$ cat src/rlpe_pkg.sv
// Shared types and constants for the RGB LED chain pulse encoder.
`default_nettype none

package rlpe_pkg;

    localparam int MAX_LEDS     = 64;
    localparam int LED_AW       = $clog2(MAX_LEDS);
    localparam int BITS_PER_LED = 24;
    localparam int COLOR_W      = 24;
    localparam int COLOR_IW     = $clog2(COLOR_W);
    localparam int MAX_PAD      = 2;
    localparam int PAD_W        = 2;
    localparam int COUNT_W      = 7;
    localparam int TICK_W       = 16;
    localparam int SLOT_W       = $clog2(BITS_PER_LED + MAX_PAD + 1);
    localparam int Q_DEPTH      = 2;
    localparam int Q_CW         = $clog2(Q_DEPTH + 1);
    localparam int Q_PW         = $clog2(Q_DEPTH);

    // Configuration register indexes.
    localparam logic [1:0] REG_ONE_TICKS  = 2'd0;
    localparam logic [1:0] REG_ZERO_TICKS = 2'd1;
    localparam logic [1:0] REG_LEDS       = 2'd2;
    localparam logic [1:0] REG_PADS       = 2'd3;

    // Item kinds carried on s_tuser.
    localparam logic MODE_SET  = 1'b0;
    localparam logic MODE_EMIT = 1'b1;

    typedef struct packed {
        logic [TICK_W-1:0]  one_ticks;
        logic [TICK_W-1:0]  zero_ticks;
        logic [COUNT_W-1:0] leds_in_use;
        logic [PAD_W-1:0]   pad_words;
    } cfg_t;

    // One emit job: the LED colour and the padding that follows it.
    typedef struct packed {
        logic [COLOR_W-1:0] color;
        logic               closes;
        logic [PAD_W-1:0]   pads;
    } job_t;

    typedef struct packed {
        logic empty;
        logic full;
    } q_stat_t;

endpackage

`default_nettype wire

$ cat src/rlpe_front.sv
// Front end: takes input beats, keeps the frame store and turns emits into jobs.
`default_nettype none

module rlpe_front (
    input  wire logic                          aclk,
    input  wire logic                          aresetn,
    input  wire logic                          s_tvalid,
    output logic                               s_tready,
    input  wire logic [31:0]                   s_tdata,
    input  wire logic                          s_tuser,
    input  wire rlpe_pkg::cfg_t                cfg,
    input  wire rlpe_pkg::q_stat_t             q_stat,
    output logic                               push,
    output rlpe_pkg::job_t                     push_job
);

    logic [rlpe_pkg::COLOR_W-1:0]  store_mem [rlpe_pkg::MAX_LEDS];
    logic [rlpe_pkg::MAX_LEDS-1:0] valid_reg;
    logic [rlpe_pkg::LED_AW-1:0]   pos_reg;
    logic [rlpe_pkg::COLOR_W-1:0]  rd_data_reg;
    logic                          rd_valid_reg;
    logic                          pend_reg;
    logic                          pend_closes_reg;
    logic [rlpe_pkg::PAD_W-1:0]    pend_pads_reg;

    logic                          acc;
    logic                          acc_set;
    logic                          acc_emit;
    logic [rlpe_pkg::LED_AW-1:0]   led_index;
    logic [rlpe_pkg::COLOR_W-1:0]  color_in;
    logic [rlpe_pkg::COUNT_W-1:0]  count;
    logic [rlpe_pkg::COUNT_W-1:0]  pos_plus1;
    logic                          closes;
    logic [rlpe_pkg::PAD_W-1:0]    pads_clamped;

    assign s_tready  = !pend_reg && !q_stat.full;
    assign acc       = s_tvalid && s_tready;
    assign acc_set   = acc && (s_tuser == rlpe_pkg::MODE_SET);
    assign acc_emit  = acc && (s_tuser == rlpe_pkg::MODE_EMIT);
    assign led_index = s_tdata[5:0];
    // Stored green, red, blue from the top bit down.
    assign color_in  = {s_tdata[21:14], s_tdata[13:6], s_tdata[29:22]};

    always_comb begin
        if (cfg.leds_in_use == '0) begin
            count = rlpe_pkg::COUNT_W'(1);
        end else if (cfg.leds_in_use > rlpe_pkg::COUNT_W'(rlpe_pkg::MAX_LEDS)) begin
            count = rlpe_pkg::COUNT_W'(rlpe_pkg::MAX_LEDS);
        end else begin
            count = cfg.leds_in_use;
        end
        if (cfg.pad_words > rlpe_pkg::PAD_W'(rlpe_pkg::MAX_PAD)) begin
            pads_clamped = rlpe_pkg::PAD_W'(rlpe_pkg::MAX_PAD);
        end else begin
            pads_clamped = cfg.pad_words;
        end
        pos_plus1 = rlpe_pkg::COUNT_W'(pos_reg) + rlpe_pkg::COUNT_W'(1);
        closes    = pos_plus1 >= count;
    end

    // Frame store: a set beat writes one entry and an emit beat does one registered read.
    always_ff @(posedge aclk) begin
        if (acc_set) begin
            store_mem[led_index] <= color_in;
        end
        if (acc_emit) begin
            rd_data_reg <= store_mem[pos_reg];
        end
    end

    // Entries never written since reset read as black.
    always_ff @(posedge aclk) begin
        if (!aresetn) begin
            valid_reg <= '0;
        end else if (acc_set) begin
            valid_reg[led_index] <= 1'b1;
        end
    end

    always_ff @(posedge aclk) begin
        if (!aresetn) begin
            pos_reg  <= '0;
            pend_reg <= 1'b0;
        end else begin
            pend_reg <= acc_emit;
            if (acc_emit) begin
                pos_reg <= closes ? '0 : pos_plus1[rlpe_pkg::LED_AW-1:0];
            end
        end
    end

    always_ff @(posedge aclk) begin
        if (acc_emit) begin
            rd_valid_reg    <= valid_reg[pos_reg];
            pend_closes_reg <= closes;
            pend_pads_reg   <= closes ? pads_clamped : '0;
        end
    end

    assign push            = pend_reg;
    assign push_job.color  = rd_valid_reg ? rd_data_reg : '0;
    assign push_job.closes = pend_closes_reg;
    assign push_job.pads   = pend_pads_reg;

    a_push_has_room: assert property (@(posedge aclk) disable iff (!aresetn)
        pend_reg |-> !q_stat.full)
        else $error("job pushed into a full queue");

    a_wrap_on_close: assert property (@(posedge aclk) disable iff (!aresetn)
        (acc_emit && closes) |=> (pos_reg == '0))
        else $error("position did not wrap after the closing LED");

    a_pads_only_on_close: assert property (@(posedge aclk) disable iff (!aresetn)
        (pend_reg && !pend_closes_reg) |-> (pend_pads_reg == '0))
        else $error("padding queued for a run that does not close the frame");

endmodule

`default_nettype wire

$ cat src/rlpe_queue.sv
// Two-entry job queue between the front end and the pulse generator.
`default_nettype none

module rlpe_queue (
    input  wire logic              aclk,
    input  wire logic              aresetn,
    input  wire logic              push,
    input  wire rlpe_pkg::job_t    push_job,
    input  wire logic              pop,
    output rlpe_pkg::job_t         head,
    output rlpe_pkg::q_stat_t      stat
);

    rlpe_pkg::job_t             slot_mem [rlpe_pkg::Q_DEPTH];
    logic [rlpe_pkg::Q_PW-1:0]  wr_ptr_reg;
    logic [rlpe_pkg::Q_PW-1:0]  rd_ptr_reg;
    logic [rlpe_pkg::Q_CW-1:0]  count_reg;

    assign stat.empty = (count_reg == '0);
    assign stat.full  = (count_reg == rlpe_pkg::Q_CW'(rlpe_pkg::Q_DEPTH));
    assign head       = slot_mem[rd_ptr_reg];

    always_ff @(posedge aclk) begin
        if (push) begin
            slot_mem[wr_ptr_reg] <= push_job;
        end
    end

    always_ff @(posedge aclk) begin
        if (!aresetn) begin
            wr_ptr_reg <= '0;
            rd_ptr_reg <= '0;
            count_reg  <= '0;
        end else begin
            if (push) begin
                wr_ptr_reg <= wr_ptr_reg + 1'b1;
            end
            if (pop) begin
                rd_ptr_reg <= rd_ptr_reg + 1'b1;
            end
            if (push && !pop) begin
                count_reg <= count_reg + 1'b1;
            end else if (pop && !push) begin
                count_reg <= count_reg - 1'b1;
            end
        end
    end

    a_no_overflow: assert property (@(posedge aclk) disable iff (!aresetn)
        !(push && stat.full))
        else $error("push into a full job queue");

    a_no_underflow: assert property (@(posedge aclk) disable iff (!aresetn)
        !(pop && stat.empty))
        else $error("pop from an empty job queue");

    a_count_bound: assert property (@(posedge aclk) disable iff (!aresetn)
        count_reg <= rlpe_pkg::Q_CW'(rlpe_pkg::Q_DEPTH))
        else $error("job queue count out of range");

endmodule

`default_nettype wire

$ cat src/rlpe_back.sv
// Pulse generator: walks the queue head one compare word per cycle while m_tready does not stall it.
`default_nettype none

module rlpe_back (
    input  wire logic                           aclk,
    input  wire logic                           aresetn,
    input  wire rlpe_pkg::cfg_t                 cfg,
    input  wire rlpe_pkg::job_t                 head,
    input  wire rlpe_pkg::q_stat_t              q_stat,
    output logic                                pop,
    output logic                                m_tvalid,
    input  wire logic                           m_tready,
    output logic [rlpe_pkg::TICK_W-1:0]         m_tdata,
    output logic                                m_tlast,
    output logic                                m_tuser
);

    localparam logic [rlpe_pkg::SLOT_W-1:0] BIT_SLOTS = rlpe_pkg::SLOT_W'(rlpe_pkg::BITS_PER_LED);

    logic [rlpe_pkg::SLOT_W-1:0] slot_reg;
    logic                        m_tvalid_reg;
    logic [rlpe_pkg::TICK_W-1:0] m_tdata_reg;
    logic                        m_tlast_reg;
    logic                        m_tuser_reg;

    logic                        adv;
    logic [rlpe_pkg::SLOT_W-1:0] total_slots;
    logic                        last_slot;
    logic [rlpe_pkg::SLOT_W-1:0] bit_idx;
    logic                        in_bits;
    logic                        bit_val;
    logic [rlpe_pkg::TICK_W-1:0] word_next;

    assign adv         = !q_stat.empty && (!m_tvalid_reg || m_tready);
    assign total_slots = BIT_SLOTS + rlpe_pkg::SLOT_W'(head.pads);
    assign last_slot   = (slot_reg == total_slots - 1'b1);
    assign pop         = adv && last_slot;

    always_comb begin
        in_bits = slot_reg < BIT_SLOTS;
        bit_idx = BIT_SLOTS - 1'b1 - slot_reg;
        // Leading bits beyond the colour word go out as zero bits.
        bit_val = (bit_idx < rlpe_pkg::SLOT_W'(rlpe_pkg::COLOR_W))
                  && head.color[bit_idx[rlpe_pkg::COLOR_IW-1:0]];
        if (!in_bits) begin
            word_next = '0;
        end else if (bit_val) begin
            word_next = cfg.one_ticks;
        end else begin
            word_next = cfg.zero_ticks;
        end
    end

    always_ff @(posedge aclk) begin
        if (!aresetn) begin
            slot_reg     <= '0;
            m_tvalid_reg <= 1'b0;
        end else begin
            if (adv) begin
                m_tvalid_reg <= 1'b1;
                slot_reg     <= last_slot ? '0 : slot_reg + 1'b1;
            end else if (m_tready) begin
                m_tvalid_reg <= 1'b0;
            end
        end
    end

    always_ff @(posedge aclk) begin
        if (adv) begin
            m_tdata_reg <= word_next;
            m_tlast_reg <= last_slot;
            m_tuser_reg <= head.closes;
        end
    end

    assign m_tvalid = m_tvalid_reg;
    assign m_tdata  = m_tdata_reg;
    assign m_tlast  = m_tlast_reg;
    assign m_tuser  = m_tuser_reg;

    a_slot_bound: assert property (@(posedge aclk) disable iff (!aresetn)
        slot_reg <= BIT_SLOTS + rlpe_pkg::SLOT_W'(rlpe_pkg::MAX_PAD))
        else $error("slot counter out of range");

    a_restart_after_last: assert property (@(posedge aclk) disable iff (!aresetn)
        pop |=> (slot_reg == '0))
        else $error("slot counter did not restart after the final word");

    a_idle_holds_slot: assert property (@(posedge aclk) disable iff (!aresetn)
        q_stat.empty |-> (slot_reg == '0))
        else $error("slot counter moved without a job");

endmodule

`default_nettype wire

$ cat src/rgb_led_chain_pulse_encoder_unit.sv
// Top level of the RGB LED chain pulse encoder: configuration registers and wiring.
`default_nettype none

// A set beat (s_tuser = 0) writes one LED's colour into a 64-entry frame store
// and returns nothing. An emit beat (s_tuser = 1) reads the LED at the
// current send position and returns 24 timer compare words, green, red, blue,
// most significant bit first; on the last LED in use up to two zero padding words
// follow and every word of that run carries the frame-end flag on m_tuser.
// The pulse generator gives one word per cycle straight from the job queue while
// m_tready does not stall it, so consecutive emits run without gaps; the first word
// goes through the front end's registered frame-store read, the job queue and the
// pulse generator's output register. The front end takes no new beat while an
// emit's frame-store read is pending. The job queue holds the emit being sent and
// one more waiting; while it is full no beat, set or emit, is accepted. The frame
// store needs no clearing pass after reset: unwritten LEDs read as black.
module rgb_led_chain_pulse_encoder_unit (
    input  wire logic        aclk,
    input  wire logic        aresetn,
    input  wire logic        s_tvalid,
    output logic             s_tready,
    input  wire logic [31:0] s_tdata,   // led_index[5:0], red[13:6], green[21:14], blue[29:22]
    input  wire logic        s_tuser,   // mode[0]
    output logic             m_tvalid,
    input  wire logic        m_tready,
    output logic [15:0]      m_tdata,   // compare_value[15:0]
    output logic             m_tlast,
    output logic             m_tuser,   // frame_end[0]
    input  wire logic        cfg_we,
    input  wire logic [1:0]  cfg_index,
    input  wire logic [15:0] cfg_wdata
);

    rlpe_pkg::cfg_t    cfg_reg;
    rlpe_pkg::job_t    push_job;
    rlpe_pkg::job_t    head;
    rlpe_pkg::q_stat_t q_stat;
    logic              push;
    logic              pop;

    always_ff @(posedge aclk) begin
        if (!aresetn) begin
            cfg_reg.one_ticks   <= rlpe_pkg::TICK_W'(12);
            cfg_reg.zero_ticks  <= rlpe_pkg::TICK_W'(6);
            cfg_reg.leds_in_use <= rlpe_pkg::COUNT_W'(rlpe_pkg::MAX_LEDS);
            cfg_reg.pad_words   <= rlpe_pkg::PAD_W'(rlpe_pkg::MAX_PAD);
        end else if (cfg_we) begin
            unique case (cfg_index)
                rlpe_pkg::REG_ONE_TICKS:  cfg_reg.one_ticks   <= cfg_wdata;
                rlpe_pkg::REG_ZERO_TICKS: cfg_reg.zero_ticks  <= cfg_wdata;
                rlpe_pkg::REG_LEDS:       cfg_reg.leds_in_use <= cfg_wdata[rlpe_pkg::COUNT_W-1:0];
                rlpe_pkg::REG_PADS:       cfg_reg.pad_words   <= cfg_wdata[rlpe_pkg::PAD_W-1:0];
                default: begin
                end
            endcase
        end
    end

    rlpe_front u_front (
        .aclk     (aclk),
        .aresetn  (aresetn),
        .s_tvalid (s_tvalid),
        .s_tready (s_tready),
        .s_tdata  (s_tdata),
        .s_tuser  (s_tuser),
        .cfg      (cfg_reg),
        .q_stat   (q_stat),
        .push     (push),
        .push_job (push_job)
    );

    rlpe_queue u_queue (
        .aclk     (aclk),
        .aresetn  (aresetn),
        .push     (push),
        .push_job (push_job),
        .pop      (pop),
        .head     (head),
        .stat     (q_stat)
    );

    rlpe_back u_back (
        .aclk     (aclk),
        .aresetn  (aresetn),
        .cfg      (cfg_reg),
        .head     (head),
        .q_stat   (q_stat),
        .pop      (pop),
        .m_tvalid (m_tvalid),
        .m_tready (m_tready),
        .m_tdata  (m_tdata),
        .m_tlast  (m_tlast),
        .m_tuser  (m_tuser)
    );

endmodule

`default_nettype wire
$ cat config.mk
export PLATFORM = sky130hd
export DESIGN_NAME = rgb_led_chain_pulse_encoder_unit
export DESIGN_NICKNAME = d
export VERILOG_FILES = /design/src/rlpe_pkg.sv /design/src/rlpe_front.sv /design/src/rlpe_queue.sv /design/src/rlpe_back.sv /design/src/rgb_led_chain_pulse_encoder_unit.sv
export SDC_FILE = /design/constraint.sdc
export NUM_CORES = 2
export LEC_CHECK = 0
export BUFFER_PORTS_ARGS = -buffer_cell sky130_fd_sc_hd__buf_2
export CAP_MARGIN = 20
export CORE_UTILIZATION = 46
export CTS_BUF_LIST = sky130_fd_sc_hd__clkbuf_8
export DETAILED_ROUTE_END_ITERATION = 16
export PLACE_DENSITY = 0.7
export SLEW_MARGIN = 20
export SYNTH_ARGS = -nofsm -noshare
export SYNTH_HDL_FRONTEND = slang
export SYNTH_HIERARCHICAL = 1
export SYNTH_SLANG_ARGS = --single-unit
$ cat constraint.sdc
create_clock -name aclk -period 12.48 [get_ports aclk]
set_input_delay 1.248 -clock aclk [delete_from_list [all_inputs] [get_ports aclk]]
set_output_delay 1.248 -clock aclk [all_outputs]
set_load 0.005 [all_outputs]
# After elaboration in Yosys (flattened, before gate mapping)
# Memory sizes are Yosys's and may differ from the RTL's. A register that Yosys moved wholly into a read port is not among the register bits.
# Index checks and enable logic that the tools add are counted.
[word_totals]
regBits = 144
latchBits = 0
ramBits = 1590
rom_bits = 0
in_bits = 56
elab_cells = 96
memories = 2
[memory_table]
columns = ["name", "depth", "width", "read_ports", "rd_clocked_by_memory_dff", "wr", "line_no", "rtl"]
rows = [
  ["u_front.store_mem", 64, 24, 1, 1, 1, "rlpe_front.sv:17", "logic [rlpe_pkg::COLOR_W-1:0] store_mem [rlpe_pkg::MAX_LEDS];"],
  ["u_queue.slot_mem", 2, 27, 1, 1, 1, "rlpe_queue.sv:14", "rlpe_pkg::job_t slot_mem [rlpe_pkg::Q_DEPTH];"],
]
[classes]
add_sub_neg = 9
mul = 0
n_div = 0
magnitude_cmp = 9
eq_ne = 5
shifts = 0
muxes = 23
n_bitwise = 3
reduce_logical = 26
[op_table]
columns = ["cell", "n"]
rows = [
  ["64-bit bitwise OR", 1],
  ["24-bit two-way mux", 1],
  ["16-bit two-way mux", 1],
  ["6-bit by 7-bit < comparator with 1-bit output, second input constant", 2],
  ["7-bit two-way mux", 2],
  ["1-bit two-way mux", 11],
  ["1-bit logical AND", 10],
  ["5-bit < comparator, second input constant", 2],
  ["2-bit AND reduction", 4],
  ["6-bit by 1-bit adder with 7-bit output, second input constant", 1],
  ["7-bit >= comparator", 1],
  ["7-bit > comparator, second input constant", 1],
  ["7-bit zero test", 1],
  ["1-bit binary-select mux with 6-bit select", 1],
  ["1-bit demux with 6-bit select", 1],
  ["2-bit == test, second input constant", 3],
  ["6-bit by 1-bit >= comparator with 1-bit output, second input constant", 1],
  ["5-bit by 6-bit < comparator with 1-bit output, second input constant", 1],
  ["2-bit two-way mux", 3],
  ["6-bit two-way mux", 1],
  ["4-bit by 3-bit adder with 5-bit output, first input constant", 1],
  ["5-bit by 1-bit adder with 5-bit output, second input constant", 1],
  ["1-bit binary-select mux with 5-bit select", 1],
  ["5-bit == test", 1],
  ["other kinds (14)", 22],
]

# Logic depth before layout (Yosys ltp)
[logic_depth]
ltp_word = 7
mapped_depth = 16

# Cells and area by module
# Netlist, hierarchy kept.
[modules_own_cells]
columns = ["mod", "n_inst", "cells_per_inst", "area_per_inst_um2"]
rows = [
  ["rlpe_front", 1, 2854, 62321.0],
  ["rlpe_queue", 1, 106, 2164.6],
  ["rgb_led_chain_pulse_encoder_unit", 1, 159, 1614.0],
  ["rlpe_back", 1, 124, 1520.2],
]

# Worst setup path after synthesis
# No wires, ideal clock.
[synth_path]
path_type = "input-to-reg"
from = "input s_tvalid"
to = "register u_front/pos_reg[2] in the netlist's numbering"
setup_time_ns = 0.079
arrival_ns = 5.072
t_required_ns = 12.401
setup_slack_ns = 7.329
path_stages = 6
path_buffers = 1
cell_sequence = "nor4bb_1 -> and2_1 -> clkbuf_1 -> nor2b_1 -> o21ai_0 -> o211ai_1"
[synth_between]
elab_chain_cells = 2
[synth_rtl]
columns = ["element", "line_no", "rtl"]
rows = [
  ["from (decl)", "rgb_led_chain_pulse_encoder_unit.sv:19", "input wire logic s_tvalid,"],
  ["1-bit logical AND", "rlpe_front.sv:37", "assign acc = s_tvalid && s_tready;"],
  ["1-bit logical AND", "rlpe_front.sv:39", "assign acc_emit = acc && (s_tuser == rlpe_pkg::MODE_EMIT);"],
  ["to (signal assigned)", "rlpe_front.sv:87", "pos_reg <= closes ? '0 : pos_plus1[rlpe_pkg::LED_AW-1:0];"],
  ["to (decl)", "rlpe_front.sv:19", "logic [rlpe_pkg::LED_AW-1:0] pos_reg;"],
]
# Every way passes these cells.
# A chain may end at the register's enable or synchronous reset.

==> out/results.ini <==
[timing]
max_freq_mhz=205
worst_slew_pin_slew_ns=1.22
final_worst_path_period_share=0.390
setup-tns-final_ns=0
timing.max_slew.rel_slack=0.180
setup_viol=0
timing.clock.skew_ns=0.0379
rsz0062_at_grt=false
final.hold.worst_slack_ns=0.457
final_hold_viol_count=0
final_report_max_slew_violation_count=0
period_needed_ns=4.87

[clock_network]
clock_path_buffers=4
tritoncts=done
post_cts_hold_buffer_count=0
post_cts_resize_count=0
postcts_setup_bufs=0
clock_tree.root_cell=sky130_fd_sc_hd__clkbuf_8
cts_max_level=5
cts_inserted_buffers=291
numClockSinks=1759
cts.clk_slew.worst_paths_ns=0.06
clock_latency_on_the_worst_skew_pair_ns=0.97

[yosys]
synth.avg_cell_area_um2=20.9
ys_ff_latch=1759
syn-num-nets=3312
asyncSetResetFlopFracSynth=0
fraction_of_post_synthesis_cell_area_in_the_top_cell_type_by_area=0.727
synthDistinctLibCells=63
synth_area_um2=67600
yosys_most_used_dff=sky130_fd_sc_hd__edfxtp_1
portion_of_the_post_synthesis_area_used_by_sequential_elements=0.763
synth_top_area_cell=sky130_fd_sc_hd__edfxtp_1
synthesis.yosys.warnings=6
postSynthCellCount=3243
number_of_flops_mapped_to_enable_cells_by_yosys=1636
synth.top_cells.by_area=sky130_fd_sc_hd__edfxtp_1 (73%), sky130_fd_sc_hd__mux4_2 (12%), sky130_fd_sc_hd__dfxtp_1 (3.6%)

[route]
wirelength_mm=154
detail_route.wl_per_cell_um=27.2
via_count=33300
drt_pre_antenna_iters=6
route.detailed.drc=0
drtAntennaViolNets=0
dr.first_iter.drc_count=3535
via_per_inst=5.90

[power]
total_power_mw=11.3
vdd_ir_drop_max_uv=101
pwr_density_nw_per_um2=150
p_sw_frac=0.212
power.clock.fraction=0.391
power.combinational.fraction=0.036
cellLeakagePower_nw=23.6
power.sequential.fraction=0.574
internal_power_mw=8.92
power.net_switching_mw=2.40

[finish]
layout-drive-gt1-share=0.270
nNetsFinal=3612
layout.filler_cells=11200
area.sequential_um2=51600
flow.area_growth_from_synthesis_pct=11.7
most-common-layout-cells=sky130_fd_sc_hd__edfxtp_1 (1636), sky130_fd_sc_hd__mux4_2 (356), sky130_fd_sc_hd__clkbuf_8 (299)
largest_register_ffs=1536
multi_input_comb_area_um2=15200
mostFrequentLayoutCell=sky130_fd_sc_hd__edfxtp_1
fin_util=0.518

[global_route]
grt_pass1_wl_mm=223
global_route_usage_over_all_layers=0.209
pin_count_of_the_biggest_net_entering_global_routing=110
antenna_violations_before_repair=16
grt.overflow.total=0
first_global_vias=33700

[worst_setup_path]
critPathKind=reg2reg
crit_start=u_front/pos_reg[2]
endpoint_kind=flop
cpMaxStageDelayCell=sky130_fd_sc_hd__buf_4
critical_path.max_stage_delay_ns=0.92
reg2regPathDepth=7
rr_startpoint=u_front/pos_reg[2]
critical_path.reg2reg.endpoint=u_front/rd_data_reg[15]
setup.worst_path.start_class=flop
worst_ep_arrival_time_ns=5.58
crit_path_max_fanout=67
setup.reg_to_reg.worst_slack_ns=7.61
timing.critical_path.to=u_front/rd_data_reg[15]
crit_chain=buf_4 -> buf_4 -> buf_4 -> mux4_2 -> mux2i_1 -> o22ai_1 -> or3_1
critical_path_required_ns=13.19
timing.critical_path.mode_cell=sky130_fd_sc_hd__buf_4

[floorplan]
coreArea_um2=146000
die-width_um=385
die_h_um=385
initial_core_util=0.464
top_level_ports=76
fp-row-count=140
fp.dieArea_um2=149000

[status]
outcome=complete, no violations

[flow_run]
max_cap_violations=0

[hold_path]
worstHoldPathType=reg2reg

[place]
gp_congestion=0.762
dp.final_hpwl_mm=81.0
portBuffers=73

[power groups by stage]
stage               Combinational, mW  Clock (mW)  Sequential [mW]
floorplan                       0.255           0             6.60
global placement                0.396           0             6.62
detailed placement              0.405           0             6.62
CTS                             0.406        4.52             6.49
global route                    0.431        4.77             6.49
finish                          0.402        4.42             6.49
[synth_stat cells (3+ instances only)]
cell and instances:
sky130_fd_sc_hd__nand2b_1 39, sky130_fd_sc_hd__a22o_1 23, sky130_fd_sc_hd__buf_8 3, sky130_fd_sc_hd__a211oi_1 63
sky130_fd_sc_hd__buf_4 16, sky130_fd_sc_hd__or3_1 25, sky130_fd_sc_hd__nand2_1 80, sky130_fd_sc_hd__and2_1 34
sky130_fd_sc_hd__clkbuf_1 71, sky130_fd_sc_hd__xor2_1 5, sky130_fd_sc_hd__edfxtp_1 1636, sky130_fd_sc_hd__nor2_1 79
sky130_fd_sc_hd__o221ai_1 25, sky130_fd_sc_hd__nand4_1 3, sky130_fd_sc_hd__buf_1 15, sky130_fd_sc_hd__a21o_1 3
sky130_fd_sc_hd__mux4_2 356, sky130_fd_sc_hd__a211o_1 3, sky130_fd_sc_hd__o21a_1 65, sky130_fd_sc_hd__xnor2_1 8
sky130_fd_sc_hd__o22ai_1 92, sky130_fd_sc_hd__a32o_1 4, sky130_fd_sc_hd__buf_2 65, sky130_fd_sc_hd__dfxtp_1 123
sky130_fd_sc_hd__mux2i_1 209, sky130_fd_sc_hd__ha_1 13, sky130_fd_sc_hd__nand3b_1 8, sky130_fd_sc_hd__nor2b_1 18
sky130_fd_sc_hd__or3b_2 3, sky130_fd_sc_hd__nor3_1 25, sky130_fd_sc_hd__a22oi_1 25, sky130_fd_sc_hd__o21ai_0 4
sky130_fd_sc_hd__mux2_2 27, sky130_fd_sc_hd__a211oi_2 7, sky130_fd_sc_hd__nand3_1 6, sky130_fd_sc_hd__inv_1 9
sky130_fd_sc_hd__a21oi_1 3, sky130_fd_sc_hd__buf_6 16
[worst min-delay path by stage]
stage | startpoint | endpoint | slack (ns) | depth (start not counted)
2_1_floorplan | u_front/pend_pads_reg[0] | u_queue/slot_mem[0][0] | 0.42 | 0
3_3_place_gp | u_front/pend_closes_reg | u_queue/slot_mem[0][2] | 0.43 | 0
3_5_place_dp | u_front/pend_closes_reg | u_queue/slot_mem[0][2] | 0.45 | 0
4_1_cts | u_front/pend_closes_reg | u_queue/slot_mem[1][2] | 0.46 | 0
5_1_grt | u_front/pend_closes_reg | u_queue/slot_mem[1][2] | 0.46 | 0
6_report | u_front/pend_pads_reg[0] | u_queue/slot_mem[1][0] | 0.46 | 0
[metal layers]
layer | routed length (um) | track usage | up-vias
met3 | 13800 | 0.0443 | 228
met1 | 62500 | 0.290 | 17500
met5 | 13 | 0 | -
li1 | - | - | 14100
met4 | 4230 | 0.0733 | 2
met2 | 73300 | 0.328 | 1528
[final cells by class]
cell class / count / share of cell area
Sequential cell: 1759 / 0.683
Multi-Input combinational cell: 1287 / 0.201
Clock buffer: 299 / 0.0545
Tap cell: 1917 / 0.0318
Timing Repair Buffer: 195 / 0.0180
Clock inverter: 179 / 0.0112
Inverter: 9 / 0.000447
Antenna cell: 8 / 0.000265
[through the flow]
step | cell area [um2] | instances | setup slack [ns]
final | 75500 | 5653 | 7.61
after global routing | 75500 | 5647 | 7.50
after CTS | 75500 | 5644 | 7.59
after detailed placement | 70500 | 5166 | 7.60
after global placement | 70500 | 5165 | 7.62
after floorplan | 67600 | 3243 | 7.33
[logic make-up after synthesis]
kind of cell	after synthesis	synth area share
adders and majority gates	13	0.00241
xor gates and xnor gates	13	0.00168
buffers and inverters	197	0.0158
DFF	1759	0.763
AOI/OAI and AO/OA	330	0.0366
and+or+nand+nor	337	0.0258
muxes	594	0.155
[critical path: cells and delay by family (launching register included)]
family                 cells  cell delay [ns]
buffers and inverters      3             2.43
AOI/OAI and AO/OA          1             0.27
and+or+nand+nor            1             0.44
muxes                      2             0.66
DFF                        1             0.74
No activity file was read; power rests on OpenSTA's default activity.
